--- config.mk ---
export PLATFORM = sky130hd
export DESIGN_NAME = gklb_queue
export DESIGN_NICKNAME = d
export VERILOG_FILES = /design/src/rtl/gklb_pkg.sv /design/src/rtl/gklb_queue.sv
export SDC_FILE = /design/constraint.sdc
export NUM_CORES = 1
export LEC_CHECK = 0
export BUFFER_PORTS_ARGS = -buffer_cell sky130_fd_sc_hd__buf_4
export CAP_MARGIN = 20
export CORE_MARGIN = 2
export CORE_UTILIZATION = 35
export DETAILED_ROUTE_END_ITERATION = 10
export SLEW_MARGIN = 0
export SYNTH_ARGS = -nofsm -noshare
export SYNTH_HDL_FRONTEND = slang
export SYNTH_SLANG_ARGS = --single-unit
export TNS_END_PERCENT = 10
--- constraint.sdc ---
create_clock -name clock -period 15.17 [get_ports clock]
set_input_delay 3.034 -clock clock [delete_from_list [all_inputs] [get_ports clock]]
set_output_delay 3.034 -clock clock [all_outputs]
set_load 0.005 [all_outputs]
--- src/rtl/gklb_pkg.sv ---
// Shared types, register codes and table functions for the Gaussian kernel bounds block.
// Used by every module in this folder; depends on nothing.
package gklb_pkg;

   typedef struct packed {
      logic signed [63:0] ip;
      logic [63:0]        l2;
      logic [63:0]        u2;
      logic [31:0]        w;
      logic [47:0]        s;
      logic [47:0]        qn;
   } gklb_job_type;

   localparam logic [0:0] CSR_KERNEL_GAMMA = 1'd0;
   localparam logic [0:0] CSR_FLAT_GAP     = 1'd1;

   localparam logic [63:0] T_LIMIT = 64'd32 << 24;

   // exp(-x) for x with 30 fraction bits, series up to the x^16 term with truncated terms.
   function automatic logic [30:0] exp_series(input logic [63:0] x);
      logic [63:0]        term;
      logic signed [63:0] acc;
      term = 64'd1 << 30;
      acc  = 64'sd1 <<< 30;
      for (int k = 1; k <= 16; k++) begin
         term = ((term * x) >> 30) / 64'(k);
         if (k % 2 == 1) begin
            acc = acc - $signed(term);
         end else begin
            acc = acc + $signed(term);
         end
      end
      exp_series = (acc > 0) ? 31'(acc) : '0;
   endfunction

   // exp(-n) as repeated rounded products of exp(-1), 30 fraction bits.
   function automatic logic [30:0] int_entry(input int n, input logic [30:0] last);
      logic [63:0] v;
      v = 64'd1 << 30;
      for (int i = 1; i < 32; i++) begin
         if (i <= n) begin
            v = (v * 64'(last) + (64'd1 << 29)) >> 30;
         end
      end
      int_entry = 31'(v);
   endfunction

endpackage

--- src/rtl/gklb_queue.sv ---
// Two-entry queue of node vectors between the front end and the bound unit.
// Depends on gklb_pkg for the entry type.
module gklb_queue (
   input  logic                   clock,
   input  logic                   reset,
   input  logic                   in_valid,
   output logic                   in_ready,
   input  gklb_pkg::gklb_job_type in_data,
   output logic                   out_valid,
   input  logic                   out_ready,
   output gklb_pkg::gklb_job_type out_data
);

   gklb_pkg::gklb_job_type mem_ff [2];
   logic       wr_ptr_ff;
   logic       rd_ptr_ff;
   logic [1:0] count_ff;
   logic       push;
   logic       pop;

   assign in_ready  = (count_ff != 2'd2);
   assign out_valid = (count_ff != 2'd0);
   assign out_data  = mem_ff[rd_ptr_ff];
   assign push      = in_valid && in_ready;
   assign pop       = out_valid && out_ready;

   always_ff @(posedge clock) begin
      if (reset) begin
         wr_ptr_ff <= 1'b0;
         rd_ptr_ff <= 1'b0;
         count_ff  <= 2'd0;
      end else begin
         if (push) begin
            wr_ptr_ff <= !wr_ptr_ff;
         end
         if (pop) begin
            rd_ptr_ff <= !rd_ptr_ff;
         end
         if (push && !pop) begin
            count_ff <= count_ff + 2'd1;
         end else if (pop && !push) begin
            count_ff <= count_ff - 2'd1;
         end
      end
   end

   always_ff @(posedge clock) begin
      if (push) begin
         mem_ff[wr_ptr_ff] <= in_data;
      end
   end

`ifndef SYNTHESIS
   a_count_bound: assert property (@(posedge clock) disable iff (reset)
      count_ff <= 2'd2) else $error("queue count out of range");
   a_count_push: assert property (@(posedge clock) disable iff (reset)
      push && !pop |=> count_ff == $past(count_ff) + 2'd1)
      else $error("queue count did not follow a push");
`endif

endmodule

==> summary.md <==
| Metric | Value |
|---|---|
| Tmin final | 6870 ps |
| Worst hold start | count_ff[1]$_SDFFE_PP0P_ |
| Vias in the first global route | 12800 |
| Longest Clk Path Bufs | 3 |
| Die Height | 270 µm |
| Worst r2r src | count_ff[0]$_SDFFE_PP0P_ |
| Mean Syn Cell Area | 24.4 µm² |
| Clk Latency, worst-skew pair | 590 ps |
| Critical path launch point type | flop |
| First-pass GRT wire length | 81000 µm |
| FILL cells | 6059 |
| Area Overhead vs Synth | 31.0% |
| Core area | 70100 µm² |
| # hold bufs at CTS | 0 |
| Setup Skew | 13.3 ps |
| Avg WL per Cell | 20.7 µm |
| Unrepaired setup endpoints after global routing | false |
| Die width | 270 µm |
| Residual DRC | 0 |
| Fin. Hold Viols | 0 |
| Commonest cells after routing, fill and taps aside | buf_4 (653), edfxtp_1 (640), mux2_4 (300), clkbuf_16 (75), mux2_2 (20) |
| Pre-CTS setup slack | 8850 ps |
| Max Fclk | 146 MHz |
| Drt first pass iters | 6 |
| Nets | 2039 |
| Critical Path End Type | output pin |
| Crit Path Max Fanout | 126 |
| # port buffers | 645 |
| Worst r2r dst | mem_ff[0][129]$_DFFE_PP_ |
| Final critical-path share of the clock period | 45.3% |
| Total negative slack | 0 ps |
| Vias/cell | 4.46 |
| Initial antenna violation count | 10 |
| Starting Density | 35.4% |
| Die ar. | 73200 µm² |
| Antenna violation net count after detailed routing | 0 |
| Hold Crit Class | reg2reg |
| Synth warn | 0 |
| Maximum resistive drop on vdd | 0.231 mV |
| GP Congestion | 0.777 |
| Via count | 12100 |
| Worst R2R Setup Slack | 11440 ps |
| Netlist cell types | 20 |
| Largest net degree at the start of global routing | 144 |
| Least-Margin Pin Slew | 1110 ps |
| Maxcap violations | 0 |
| Post-synth net total | 1345 |
| Cell count after synthesis | 1020 |
| Kind of critical path | reg2out |
| Sequential element share of the synthesized area | 77.7% |
| First DRT Iteration DRCs | 811 |
| WHS Path Cells | 2 |
| FF+latch count, synth | 645 |
| Postcts setup bufs | 0 |
| Resize count post-CTS | 0 |
| Pleak | 12.6 nW |
| CP required | 12140 ps |
| Worst Hold Endpoint | count_ff[1]$_SDFFE_PP0P_ |
| Slew Limit Fails | 0 |
| R2R depth | 5 |
| Setup-failing EPs final | 0 |
| Clock sinks | 645 |
| Pwr per Cell Area | 164 nW/µm² |
| Synth Cell Area | 24900 µm² |
| CTS H-tree lvls | 3 |
| Root buffer cell | clkbuf_16 |
| FF/Latch Area | 19300 µm² |
| Footprint of the multi-input gates | 4850 µm² |
| TritonCTS Buffers | 72 |
| Overflow after GRT | 0 |
| Status | complete, no violations |
| Total wire length | 56000 µm |
| Layout cell share with drive strength beyond 1 | 61.1% |
| Arr. time, crit path | 3830 ps |
| Core Rows | 97 |
| Slew headroom | 26.2% |
| Total track usage | 14.7% |
| Most common cell after layout, fill and taps aside | buf_4 |
| TritonCTS clock tree | yes |
| Hold Slack | 519 ps |
| Top-Level Pins | 646 |
| Clock-pin transition on the worst setup and hold timing paths | 60 ps |
| Final WS setup | 8300 ps |
| Detailed Place HPWL | 38600 µm |
Yosys cell counts:
cell type | count | area share (%)
edfxtp_1 | 640 | 77
mux2_4 | 300 | 18
buf_12 | 33 | 2.7
mux2_2 | 20 | 0.91
dfxtp_1 | 5 | 0.40
nor2_1 | 3 | 0.045
xor2_1 | 3 | 0.11
a21oi_1 | 2 | 0.040
buf_2 | 2 | 0.040
o21ai_0 | 2 | 0.040
a21bo_2 | 1 | 0.040
and2_1 | 1 | 0.025
and3_1 | 1 | 0.025
buf_6 | 1 | 0.045
ha_1 | 1 | 0.050
inv_1 | 1 | 0.015
nand2b_1 | 1 | 0.025
nand3b_1 | 1 | 0.030
or2_2 | 1 | 0.025
or3_1 | 1 | 0.025
worst max-delay path, stage by stage (launching register included):
cell and delay (ps):
dfxtp_4 860, buf_4 860, buf_12 710, mux2_4 350, buf_4 150
kinds of logic after synthesis:
| group | after synthesis | synth area share (%) |
|---|---|---|
| adders and majority gates | 1 | 0.0503 |
| AOI/OAI and AO/OA | 5 | 0.121 |
| muxes | 320 | 19.0 |
| buffers and inverters | 37 | 2.76 |
| xor gates and xnor gates | 3 | 0.106 |
| DFF | 645 | 77.7 |
| and+or+nand+nor | 9 | 0.201 |
final cells by class:
| cell class | count | area share [%] |
|---|---|---|
| repair buffers | 656 | 15.3 |
| well taps | 940 | 3.61 |
| multi-input cells | 338 | 14.9 |
| clock buffers | 91 | 5.95 |
| flip-flops and latches | 645 | 59.3 |
| diodes | 5 | 0.0384 |
| inverters | 1 | 0.0346 |
| clock inverters | 32 | 0.876 |
report_power, final:
part,internal (W),switching [W],total [W]
clock,0.000959,0.000682,0.00164
sequential,0.00223,0.0000742,0.00230
combinational,0.000827,0.000585,0.00141
total,0.00402,0.00134,0.00536
metal layers:
layer | part of all wire (%) | vias to the layer above | GRT usage, % | wire length (µm)
li1 | - | 5477 | - | -
met1 | 37 | 6049 | 16.1 | 20500
met2 | 51 | 454 | 25.4 | 28800
met3 | 8.8 | 101 | 5.99 | 4950
met4 | 3.1 | 6 | 5.84 | 1710
met5 | 0.070 | - | 0 | 39
sequential cells by signal, indices dropped and copies added (netlist names), named ones only:
signal	cells
wr_ptr_ff	1
mem_ff	640
rd_ptr_ff	1
count_ff	2
worst max-delay path by stage:
| stage | end | slack [ps] | cells past startpoint |
|---|---|---|---|
| floorplan | mem_ff[1][0]$_DFFE_PP_ | 4090 | 1 |
| global placement | out_data[219] | 8860 | 4 |
| detailed placement | out_data[217] | 8850 | 4 |
| CTS | out_data[217] | 8180 | 4 |
| global route | out_data[293] | 8080 | 4 |
| finish | out_data[130] | 8300 | 4 |
per-stage QoR:
step / instances / cell area, µm² / power, W / util (%)
final: 2708 / 32600 / 0.00536 / 46.4
after global routing: 2707 / 32600 / 0.00559 / 46.4
after CTS: 2702 / 32500 / 0.00544 / 46.4
after detailed placement: 2579 / 30300 / 0.00378 / 43.2
after global placement: 2579 / 30300 / 0.00376 / 43.2
after floorplan: 1020 / 24900 / 0.00328 / -
Power figures use the tool's default switching activity.
